==> src/hdl/qcer_pkg.sv <==
// Shared types, constants and the quadrature decode table for the
// quadrature counter and echo ranger. No dependencies.
package qcer_pkg;

  // Field widths that the transaction format fixes.
  localparam int CHAN_W  = 2;
  localparam int CHAN_SPAN = 1 << CHAN_W;
  localparam int COUNT_W = 32;
  localparam int TIME_W  = 32;
  localparam int DIST_W  = 24;
  localparam int LIMIT_W = 16;

  // Range limit after reset, in millimeters.
  localparam logic [LIMIT_W-1:0] RANGE_RESET = 16'd4000;

  // Distance scaling: dist_q8 = floor(e * 1088 / 25) = 43 * e + floor(13 * e / 25).
  // An in-range elapsed time never exceeds 385500 us, which fits in 19 bits.
  localparam int ELAPSED_W = 19;
  localparam int Y_W       = 23;  // width of 13 * e
  localparam int RECIP_W   = 24;
  localparam int RECIP_SH  = 28;
  localparam int PROD_W    = Y_W + RECIP_W;
  localparam int E43_W     = ELAPSED_W + 6;
  // ceil(2^28 / 25); exact quotient for every dividend below 2^23.
  localparam logic [RECIP_W-1:0] RECIP_M = 24'd10737419;
  localparam logic [DIST_W-1:0] Q8_FULL = 24'hFFFFFF;

  // Event kinds.
  localparam logic FUNC_ENCODER = 1'b0;
  localparam logic FUNC_ECHO    = 1'b1;

  // Echo levels.
  localparam logic ECHO_FALL = 1'b0;
  localparam logic ECHO_RISE = 1'b1;

  // Quadrature step codes.
  localparam logic [1:0] STEP_HOLD = 2'd0;
  localparam logic [1:0] STEP_FWD  = 2'd1;
  localparam logic [1:0] STEP_BACK = 2'd2;

  typedef struct packed {
    logic              func;
    logic [CHAN_W-1:0] channel;
    logic              phase_a;
    logic              phase_b;
    logic              echo_level;
    logic [TIME_W-1:0] time_us;
  } in_t;

  typedef struct packed {
    logic signed [COUNT_W-1:0] position_count;
    logic [DIST_W-1:0]         distance_q8;
    logic                      distance_valid;
    logic                      out_of_range;
  } out_t;

  // One entry of the per-channel state memory.
  typedef struct packed {
    logic [COUNT_W-1:0] count;
    logic [1:0]         last_ph;
    logic [TIME_W-1:0]  start;
  } entry_t;

  // What the update stage hands to the distance scaler.
  typedef struct packed {
    logic                 chan_ok;
    logic [COUNT_W-1:0]   pos;
    logic                 dist_v;
    logic                 oor;
    logic [ELAPSED_W-1:0] elapsed;
  } scale_item_t;

  // Decode of {last A, last B, new A, new B} into a count step.
  function automatic logic [1:0] qcer_quad_step(input logic [3:0] idx);
    logic [1:0] step;
    case (idx)
      4'b1101, 4'b0100, 4'b0010, 4'b1011: step = STEP_FWD;
      4'b1110, 4'b0111, 4'b0001, 4'b1000: step = STEP_BACK;
      default:                            step = STEP_HOLD;
    endcase
    return step;
  endfunction

endpackage

==> src/hdl/qcer_state_ram.sv <==
// Per-channel state memory with a registered read port, valid bits for the
// all-zero reset, and forwarding of the latest write. Depends on qcer_pkg.
module qcer_state_ram #(
  parameter int DEPTH = 4,
  parameter int IDX_W = 2
) (
  input  logic                clk,
  input  logic                rst_n,
  input  logic                rd_en,
  input  logic [IDX_W-1:0]    rd_idx,
  input  logic                wr_en,
  input  logic [IDX_W-1:0]    wr_idx,
  input  qcer_pkg::entry_t    wr_data,
  output qcer_pkg::entry_t    rd_entry
);
  import qcer_pkg::*;

  entry_t             mem [DEPTH];
  logic [DEPTH-1:0]   vld_r;
  entry_t             rd_data_r;
  logic               rd_vld_r;
  logic [IDX_W-1:0]   rd_idx_r;
  logic               fwd_v_r;
  logic [IDX_W-1:0]   fwd_idx_r;
  entry_t             fwd_data_r;

  // Storage array: write port and registered read port.
  always_ff @(posedge clk) begin
    if (wr_en) begin
      mem[wr_idx] <= wr_data;
    end
    if (rd_en) begin
      rd_data_r <= mem[rd_idx];
      rd_idx_r  <= rd_idx;
    end
    if (wr_en) begin
      fwd_idx_r  <= wr_idx;
      fwd_data_r <= wr_data;
    end
  end

  // Entry valid bits and the forwarding tag; an entry never written reads as zero.
  always_ff @(posedge clk) begin
    if (!rst_n) begin
      vld_r    <= '0;
      rd_vld_r <= 1'b0;
      fwd_v_r  <= 1'b0;
    end else begin
      if (wr_en) begin
        vld_r[wr_idx] <= 1'b1;
        fwd_v_r       <= 1'b1;
      end
      if (rd_en) begin
        rd_vld_r <= vld_r[rd_idx];
      end
    end
  end

  // The latest write wins over the array, since a read issued on the same edge
  // as a write to that entry returns the old contents.
  always_comb begin
    if (fwd_v_r && (fwd_idx_r == rd_idx_r)) begin
      rd_entry = fwd_data_r;
    end else if (rd_vld_r) begin
      rd_entry = rd_data_r;
    end else begin
      rd_entry = '0;
    end
  end

endmodule

==> src/hdl/qcer_scale.sv <==
// Two-stage distance scaler: reciprocal multiply, then the final add and the
// result format. Depends on qcer_pkg.
module qcer_scale (
  input  logic                   clk,
  input  logic                   s2_load,
  input  qcer_pkg::scale_item_t  s2_item,
  input  logic                   out_load,
  output qcer_pkg::out_t         out_data
);
  import qcer_pkg::*;

  scale_item_t        item_r;
  logic [PROD_W-1:0]  prod_r;
  logic [E43_W-1:0]   e43_r;
  out_t               out_data_r;

  logic [Y_W-1:0]     y;
  logic [E43_W-1:0]   e43;
  logic [E43_W-1:0]   sum;
  logic [ELAPSED_W-1:0] quo;
  out_t               out_nxt;

  // 13 * e and 43 * e by shift and add.
  always_comb begin
    y   = ({4'd0, s2_item.elapsed} << 3) + ({4'd0, s2_item.elapsed} << 2)
        + {4'd0, s2_item.elapsed};
    e43 = ({6'd0, s2_item.elapsed} << 5) + ({6'd0, s2_item.elapsed} << 3)
        + ({6'd0, s2_item.elapsed} << 1) + {6'd0, s2_item.elapsed};
  end

  // Multiply stage: floor(13 * e / 25) through the reciprocal.
  always_ff @(posedge clk) begin
    if (s2_load) begin
      item_r <= s2_item;
      prod_r <= PROD_W'(y) * PROD_W'(RECIP_M);
      e43_r  <= e43;
    end
  end

  // Final add and result selection.
  always_comb begin
    quo = prod_r[RECIP_SH +: ELAPSED_W];
    sum = e43_r + {{(E43_W-ELAPSED_W){1'b0}}, quo};
    out_nxt = '0;
    if (item_r.chan_ok) begin
      out_nxt.position_count = item_r.pos;
      out_nxt.distance_valid = item_r.dist_v;
      out_nxt.out_of_range   = item_r.oor;
      if (!item_r.dist_v) begin
        out_nxt.distance_q8 = '0;
      end else if (item_r.oor) begin
        out_nxt.distance_q8 = Q8_FULL;
      end else begin
        out_nxt.distance_q8 = sum[DIST_W-1:0];
      end
    end
  end

  always_ff @(posedge clk) begin
    if (out_load) begin
      out_data_r <= out_nxt;
    end
  end

  assign out_data = out_data_r;

endmodule

==> src/hdl/quadrature_counter_echo_ranger.sv <==
// Quadrature counter and echo ranger top level: handshake pipeline, state
// update and range register. Depends on qcer_pkg, qcer_state_ram, qcer_scale.
//
// Takes one event transaction per clock unless the output stalls, and returns
// exactly one result transaction for each, in order, through the update,
// multiply and output registers. Each event reads its channel's state entry
// in the cycle it is accepted, is updated and written back as it leaves the
// update stage, and its distance is scaled in the multiply and output stages;
// back-to-back events on the same channel see each other's writes through a
// one-entry forwarding path, so unstalled throughput is one event per cycle.
// Encoder events step the channel's 32-bit count by the quadrature table;
// echo rising edges store the timestamp, falling edges report the distance in
// millimeters with eight fraction bits, or full scale with out_of_range set
// above the range limit. Events for a channel at or above NUM_CHANNELS leave
// the state alone and return all-zero fields. The range limit is written
// through the cfg port, which is always ready.
module quadrature_counter_echo_ranger #(
  parameter int NUM_CHANNELS = 4
) (
  input  logic                             clk,
  input  logic                             rst_n,
  input  logic                             in_valid,
  output logic                             in_stall,
  input  qcer_pkg::in_t                    in_data,
  output logic                             out_valid,
  input  logic                             out_stall,
  output qcer_pkg::out_t                   out_data,
  input  logic                             cfg_valid,
  output logic                             cfg_ready,
  input  logic [qcer_pkg::LIMIT_W-1:0]     cfg_data
);
  import qcer_pkg::*;

  localparam int DEPTH = (NUM_CHANNELS < CHAN_SPAN) ? NUM_CHANNELS : CHAN_SPAN;
  localparam int IDX_W = (DEPTH > 1) ? $clog2(DEPTH) : 1;

  logic               s1_v_r, s2_v_r, out_v_r;
  in_t                s1_in_r;
  logic               s1_ok_r;
  logic [LIMIT_W-1:0] range_limit_r;

  logic               rdy_out, rdy2, rdy1;
  logic               in_acc;
  logic               in_ok;
  entry_t             cur;
  entry_t             upd;
  scale_item_t        s2_item;
  logic [1:0]         step;
  logic [TIME_W-1:0]  elapsed;
  logic [TIME_W+4:0]  lhs;
  logic [22:0]        rhs;

  // Stage readiness: each register loads when it is empty or drains.
  assign rdy_out  = !out_v_r || !out_stall;
  assign rdy2     = !s2_v_r || rdy_out;
  assign rdy1     = !s1_v_r || rdy2;
  assign in_stall = !rdy1;
  assign in_acc   = in_valid && rdy1;
  assign in_ok    = (32'(in_data.channel) < 32'(NUM_CHANNELS));
  assign cfg_ready = 1'b1;

  // Valid flags of the three stages.
  always_ff @(posedge clk) begin
    if (!rst_n) begin
      s1_v_r  <= 1'b0;
      s2_v_r  <= 1'b0;
      out_v_r <= 1'b0;
    end else begin
      if (rdy1) begin
        s1_v_r <= in_valid;
      end
      if (rdy2) begin
        s2_v_r <= s1_v_r;
      end
      if (rdy_out) begin
        out_v_r <= s2_v_r;
      end
    end
  end

  // Update stage payload.
  always_ff @(posedge clk) begin
    if (in_acc) begin
      s1_in_r <= in_data;
      s1_ok_r <= in_ok;
    end
  end

  // Range limit register.
  always_ff @(posedge clk) begin
    if (!rst_n) begin
      range_limit_r <= RANGE_RESET;
    end else if (cfg_valid && cfg_ready) begin
      range_limit_r <= cfg_data;
    end
  end

  qcer_state_ram #(
    .DEPTH (DEPTH),
    .IDX_W (IDX_W)
  ) u_ram (
    .clk      (clk),
    .rst_n    (rst_n),
    .rd_en    (in_acc),
    .rd_idx   (in_data.channel[IDX_W-1:0]),
    .wr_en    (s1_v_r && rdy2 && s1_ok_r),
    .wr_idx   (s1_in_r.channel[IDX_W-1:0]),
    .wr_data  (upd),
    .rd_entry (cur)
  );

  // Read-modify-write of the channel entry.
  always_comb begin
    step = qcer_quad_step({cur.last_ph, s1_in_r.phase_a, s1_in_r.phase_b});
    upd  = cur;
    if (s1_in_r.func == FUNC_ENCODER) begin
      upd.last_ph = {s1_in_r.phase_a, s1_in_r.phase_b};
      case (step)
        STEP_FWD:  upd.count = cur.count + 32'd1;
        STEP_BACK: upd.count = cur.count - 32'd1;
        default:   upd.count = cur.count;
      endcase
    end else if (s1_in_r.echo_level == ECHO_RISE) begin
      upd.start = s1_in_r.time_us;
    end
  end

  // Elapsed time and the exact range test: 17 * e > 100 * limit.
  always_comb begin
    elapsed = s1_in_r.time_us - cur.start;
    lhs = ({5'd0, elapsed} << 4) + {5'd0, elapsed};
    rhs = ({7'd0, range_limit_r} << 6) + ({7'd0, range_limit_r} << 5)
        + ({7'd0, range_limit_r} << 2);
    s2_item.chan_ok = s1_ok_r;
    s2_item.pos     = upd.count;
    s2_item.dist_v  = (s1_in_r.func == FUNC_ECHO) && (s1_in_r.echo_level == ECHO_FALL);
    s2_item.oor     = s2_item.dist_v && (lhs > {14'd0, rhs});
    s2_item.elapsed = elapsed[ELAPSED_W-1:0];
  end

  qcer_scale u_scale (
    .clk      (clk),
    .s2_load  (rdy2 && s1_v_r),
    .s2_item  (s2_item),
    .out_load (rdy_out && s2_v_r),
    .out_data (out_data)
  );

  assign out_valid = out_v_r;

endmodule

==> config.mk <==
export PLATFORM = sky130hd
export DESIGN_NAME = quadrature_counter_echo_ranger
export DESIGN_NICKNAME = d
export VERILOG_FILES = /design/src/hdl/qcer_pkg.sv /design/src/hdl/qcer_state_ram.sv /design/src/hdl/qcer_scale.sv /design/src/hdl/quadrature_counter_echo_ranger.sv
export SDC_FILE = /design/constraint.sdc
export NUM_CORES = 2
export LEC_CHECK = 0
export BUFFER_PORTS_ARGS = -buffer_cell sky130_fd_sc_hd__buf_2
export CAP_MARGIN = 15
export CORE_MARGIN = 8
export CORE_UTILIZATION = 65
export DETAILED_ROUTE_END_ITERATION = 16
export PLACE_DENSITY = 0.83
export SYNTH_ARGS = -nofsm -noshare
export SYNTH_HDL_FRONTEND = slang
export SYNTH_SLANG_ARGS = --single-unit
==> constraint.sdc <==
create_clock -name clk -period 21.8 [get_ports clk]
set_input_delay 0 -clock clk [delete_from_list [all_inputs] [get_ports clk]]
set_output_delay 0 -clock clk [all_outputs]
set_load 0.05 [all_outputs]
---- After elaboration in Yosys (flattened, before gate mapping) ----
Memories as Yosys holds them, arrays and structs flattened. A register that Yosys moved wholly into a read port is not among the register bits.
Index checks and enable logic that the tools add are counted.
operators by class
  $add $sub $neg .......................... 12
  multipliers ............................. 1
  divide/modulo/power cells ............... 0
  magnitude comparators ................... 4
  equal/unequal tests ..................... 3
  shifts and indexed selects .............. 0
  multiplexer cells ....................... 13
  bitwise gates (word level) .............. 2
  reduce and logical (&&, ||, !) cells .... 15
operators by type and width
  operator                                                    count
  two-way mux 66 bit                                          2
  two-way mux 32 bit                                          2
  one-hot mux 32 bit (2 select lines)                         1
  adder 24 x 19 -> 24 bit                                     2
  multiplier 23 x 24 -> 47 bit, second input constant         1
  adder 22 x 21 -> 23 bit                                     2
  adder 36 x 32 -> 37 bit                                     1
  greater-than comparator 37 x 23 -> 1 bit                    1
  two-way mux 34 bit                                          1
  adder 32 x 1 -> 32 bit, second input constant               1
  subtractor 32 x 1 -> 32 bit, second input constant          1
  subtractor 32 bit                                           1
  adder 24 x 20 -> 24 bit                                     1
  adder 24 x 22 -> 24 bit                                     1
  two-way mux 24 bit                                          1
  adder 23 x 18 -> 23 bit                                     1
  adder 23 x 19 -> 23 bit                                     1
  logical AND 1 bit                                           7
  less-than comparator 2 x 3 -> 1 bit, second input constant  2
  logical NOT 1 bit                                           5
  two-way mux 1 bit                                           4
  OR 4 bit                                                    1
  logical OR 1 bit                                            3
  binary-select mux 1 bit (select 2 bit)                      1
  other kinds (6)                                             6
word-level totals
  bits in registers ....................... 262
  bits in latches ......................... 0
  bits in writable memories ............... 264
  bits in read-only memories .............. 32
  input port bits ......................... 59
  output and inout bits ................... 61
  logic and storage cells ................. 77
  memories ................................ 2
memories
  name             words  bits a word  read ports  clocked after Yosys merged registers in  wr ports  line                  source
  u_ram.mem        4      66           1           1                                        1         qcer_state_ram.sv:18  entry_t mem [DEPTH];
  (no name shown)  16     2            1           0                                        0         qcer_pkg.sv:76        case (idx)

---- Logic depth before layout (Yosys ltp) ----
  depth after elaboration ................. 7
  depth in mapped cells ................... 63
  gate-level depth less buffers ........... 61

---- By module ----
Synthesis repeated with hierarchy kept, for this count alone.
unflattened totals
  cell total of the unflattened synthesis .. 3327
  area total of the unflattened synthesis .. 41399.7 µm²
modules (own cells, without submodules)
  module                          times used  cells each  area an instance (µm²)  sequential area each (µm²)
  qcer_scale                      1           1580        17458.0                 4083.9
  qcer_state_ram                  1           716         15123.3                 12131.6
  quadrature_counter_echo_ranger  1           1031        8818.5                  1521.5

---- Worst setup path before layout ----
No wires, ideal clock.
  kind .................................... register -> register
  start ................................... register u_ram.rd_idx_r[1]
  end ..................................... register u_scale.prod_r[40] (data pin)
  library setup time ...................... 0.258 ns
  arrival ................................. 13.139 ns
  required time ........................... 21.542 ns
  path slack .............................. 8.403 ns
  stages on the path, launching flop included .. 57
  path buffers ............................ 2
  period minus slack after synthesis ...... 13.397 ns
  cells stage by stage .................... edfxtp_1 xor2_2 nor3_1 buf_2 clkbuf_1 nand2_1 nand2_1 ha_1 nor2b_1 nor3b_1 a211oi_1 maj3_2 xnor2_1 fa_1 ha_1 fa_1 a21o_1 a21oi_1 (+21 left out) fa_1 fa_1 inv_1 ha_1 a21oi_1 nor2b_1 a2111oi_0 o21ai_0 a21o_1 a31oi_1 o21ai_0 a21oi_1 a21boi_0 o21a_1 o21a_1 o21a_1 nor2_1 xnor2_1
on the way
  cells in the longest elaborated chain, start to end .. 7
RTL lines
  item                            line                                   source
  from (decl)                     qcer_state_ram.sv:22                   logic [IDX_W-1:0] rd_idx_r;
  from (signal assigned)          qcer_state_ram.sv:34                   rd_idx_r <= rd_idx;
  == test 2 bit *                 qcer_state_ram.sv:62                   if (fwd_v_r && (fwd_idx_r == rd_idx_r)) begin
  logical AND 1 bit *             qcer_state_ram.sv:62
  two-way mux 66 bit *            qcer_state_ram.sv:62
  subtractor 32 bit *             quadrature_counter_echo_ranger.sv:130  elapsed = s1_in_r.time_us - cur.start;
  adder 22 x 21 -> 23 bit         qcer_scale.sv:25                       y = ({4'd0, s2_item.elapsed} << 3) + ({4'd0, s2_item.elapsed} << 2)
  adder 23 x 19 -> 23 bit *       qcer_scale.sv:26                       + {4'd0, s2_item.elapsed};
  multiplier 23 x 24 -> 47 bit *  qcer_scale.sv:35                       prod_r <= PROD_W'(y) * PROD_W'(RECIP_M);
  to (signal assigned)            qcer_scale.sv:35
  to (decl)                       qcer_scale.sv:13                       logic [PROD_W-1:0] prod_r;
Mark *: on every way between the ends. The rest lies on a longest branch, timed or not.
A chain may end at the register's enable or synchronous reset.

---- Worst setup path after layout ----
  start ................................... register u_ram.fwd_v_r
  end ..................................... register u_scale.prod_r[40] (data pin)
on the way
  cells in the longest elaborated chain, start to end .. 6
RTL lines
  item                            line                                   source
  from (decl)                     qcer_state_ram.sv:23                   logic fwd_v_r;
  from (signal assigned)          qcer_state_ram.sv:47                   fwd_v_r <= 1'b0;
  from (signal assigned)          qcer_state_ram.sv:51                   fwd_v_r <= 1'b1;
  logical AND 1 bit *             qcer_state_ram.sv:62
  two-way mux 66 bit *            qcer_state_ram.sv:62
  subtractor 32 bit *             quadrature_counter_echo_ranger.sv:130
  adder 22 x 21 -> 23 bit         qcer_scale.sv:25
  adder 23 x 19 -> 23 bit *       qcer_scale.sv:26
  multiplier 23 x 24 -> 47 bit *  qcer_scale.sv:35
Marks and branches as above.

==> results.md <==
* Run status: finished clean
* Drt first pass iters at 7
* Layout area overhead at 10.9%
* Setup CP Type: reg2reg
* Worst clock skew at roughly 0.046 ns
* Reg clk slew, reported paths at 0.07 ns
* Mean Syn Cell Area at ~12 µm²
* Yosys Warn Count at 0
* Fin crit share at 0.716
* Final TNS setup at 0 ns
* Synth unique cells at 96
* Max-cap violation count at 0
* Initial DRC Count at 2291
* Clock sinks at 564
* Register area share after synthesis at 0.420
* Wire length per cell at ~23 µm
* Syn Nets at about 4100
* Layout Nets at between 4000 and 5000
* Worst min-delay path class: in2reg
* CTS max path bufs at 3
* Die Y at 263 µm
* CP Capture Type: flip-flop
* Slew @ Worst Pin at approximately 1.2 ns
* Starting density of the core at 0.658
* Die Span X at 263 µm
* # DRC at 0
* Arr. time, crit path at between 15 and 20 ns
* Pins over their slew limit at 0
* Detailed-placement wirelength estimate at 68300 µm
* Root buffer cell: clkbuf_16
* EDFF count, synth at 539
* FMAX at between 60 and 70 MHz
* Vias per Instance at about 6.2
* Synth area leader: edfxtp_1
* Critical path's largest stage delay at 0.80 ns
* Setup violators final at 0
* GPL Wtd Cong at ~0.93
* CP Max Fanout at between 80 and 90
* Count of final hold-check violations at 0
* Area occupied by multi-input gates at approximately 21000 µm²
* Predominant post-synthesis flop cell: edfxtp_1
* RSZ-0062 raised after global routing: no
* Post-layout min period at approximately 16 ns
* Syn Inst Count at approximately 3300
* Layout cell share with drive strength beyond 1 at 0.104
* Final Cell Area at about 44000 µm²
* Inserted Clock Buffers at 56
* Setup Fix Bufs, Post-CTS at 0
* Top area cells in the synthesized netlist: edfxtp_1, ha_1, fa_1
* CP max-delay cell: buf_4
* Launching element type of the critical path: flip-flop
* Worst hold slack at approximately 0.08 ns
* Die footprint at about 69000 µm²
* Synth top cells by count: edfxtp_1, inv_1, ha_1
* Fillers at 3884
* Asr flop ratio synth at 0
* IO buf count at about 120
* Most used cell along the critical path: a21oi_1
* TritonCTS clock tree: done
* Core area at around 60000 µm²
* Area of the mapped netlist at approximately 40000 µm²
* First-pass GRT wire length at 157000 µm
* Num ports at 120
* Initial antenna violation count at 3
* Via Count at between 20000 and 30000
* Clock latency at the later pin of the worst-skew pair at 0.65 ns
* Total track usage at 0.285
* Flop and latch count out of synthesis at between 500 and 600
* Yosys top cell area share at 0.407
* Slew HR at 0.209
* Grt ovf at 0
* Htree depth at 2
* Row cnt at 90
* Worst path required time at 22.17 ns
* Post-DRT Antenna Nets at 0
* Post-route core utilization at 0.729
* DP Area at 41300 µm²
* Vias in the first global route at 29000
* Largest net degree at the start of global routing at 90
* Routed wire length at ~100000 µm
* Count leader, synth: edfxtp_1
* Reg area at about 17000 µm²
-- registers in the layout, indices dropped and copies added (netlist names) --
name              count
out_valid             1
range_limit_r        16
s1_in_r              36
s1_v_r                1
s2_v_r                1
u_ram.fwd_data_r     66
u_ram.fwd_idx_r       2
u_ram.fwd_v_r         1
u_ram.mem           264
u_ram.rd_data_r      66
u_ram.rd_idx_r        2
u_ram.rd_vld_r        1
u_ram.vld_r           4
u_scale.e43_r        24
u_scale.item_r        2
u_scale.out_data     58
u_scale.prod_r       19
-- layout make-up --
class	count	share of cell area
clock buffer	69	0.0338
antenna	3	0.000170
inverter	485	0.0414
timing repair buffer	242	0.0397
tap	782	0.0222
clock inverter	33	0.00795
multi-input combinational	2182	0.476
sequential	564	0.379
-- cell usage in the layout, fill, tap and decap left out, types with 10 or more instances in the layout --
master,Yosys,final
a211oi_1,13,13
a21boi_0,18,17
a21o_1,63,63
a21oi_1,239,239
a31oi_1,18,18
and3_1,45,44
buf_2,7,117
buf_4,2,35
clkbuf_1,54,10
clkbuf_16,0,57
clkinv_1,1,11
dfxtp_1,25,24
dlygate4sd3_1,0,90
edfxtp_1,539,539
fa_1,250,250
ha_1,440,440
inv_1,481,480
mux2_2,11,11
mux2i_1,28,28
mux4_2,67,67
nand2_1,153,152
nand2b_1,21,21
nand3_1,40,40
nand4_1,18,18
nor2_1,150,148
nor2b_1,30,29
nor3_1,42,40
o211ai_1,11,11
o21a_1,26,26
o21ai_0,102,102
o21bai_1,44,44
o31ai_1,11,11
or3_1,11,11
xnor2_1,137,136
xor2_1,56,56
-- worst max-delay path: cells and delay by family (launching register included) --
family,cells,cell delay [ns]
adders and majority gates,12,5.36
DFF,1,0.78
and+or+nand+nor,7,1.00
xor gates and xnor gates,3,1.01
buffers and inverters,6,1.51
AOI/OAI and AO/OA,28,5.68
-- per-stage QoR --
stage | instances | setup WS (ns)
after floorplan | 3311 | 8.40
after global placement | 4165 | 6.89
after detailed placement | 4165 | 6.42
after CTS | 4357 | 6.35
after global routing | 4360 | 5.12
final | 4360 | 6.19
-- timing repair --
item / CTS / global route
hold buffers: 90 / 0
endpoints found under the hold margin: 71 / 0
resized for setup: 0 / 0
-- layer usage --
| layer | global-route usage | wire length [µm] | vias up |
|---|---|---|---|
| li1 | - | - | 12200 |
| met1 | 0.352 | 38500 | 13400 |
| met2 | 0.509 | 51100 | 1200 |
| met3 | 0.0372 | 6230 | 261 |
| met4 | 0.106 | 3740 | 0 |
| met5 | 0 | 0 | - |
-- logic make-up (layout without fill, tap and decap cells) --
family	after synthesis	count (layout)	synth area share
XOR/XNOR	197	197	0.0441
AO/OA/AOI/OAI	635	635	0.103
flip-flops	564	564	0.420
multiplexers	106	106	0.0481
adder cells (fa/ha/maj)	692	692	0.265
buffers and inverters	565	829	0.0538
AND/OR/NAND/NOR	551	551	0.0664
other	1	4	0.0000943
-- path summary, 6_finish.rpt --
kind	start	to	slack [ns]	cells past startpoint
max	u_ram.fwd_v_r	u_scale.prod_r[40]	6.19	56
min	in_data[17]	s1_in_r[17]	0.08	2
min reg2reg	u_ram.fwd_data_r[55]	u_scale.out_data[47]	0.46	0
max reg2reg	u_ram.fwd_v_r	u_scale.prod_r[40]	6.19	56
Power is left out: the tool's default activity adds up to more than one toggle a clock period on the data nets, which glitch-free logic cannot reach.
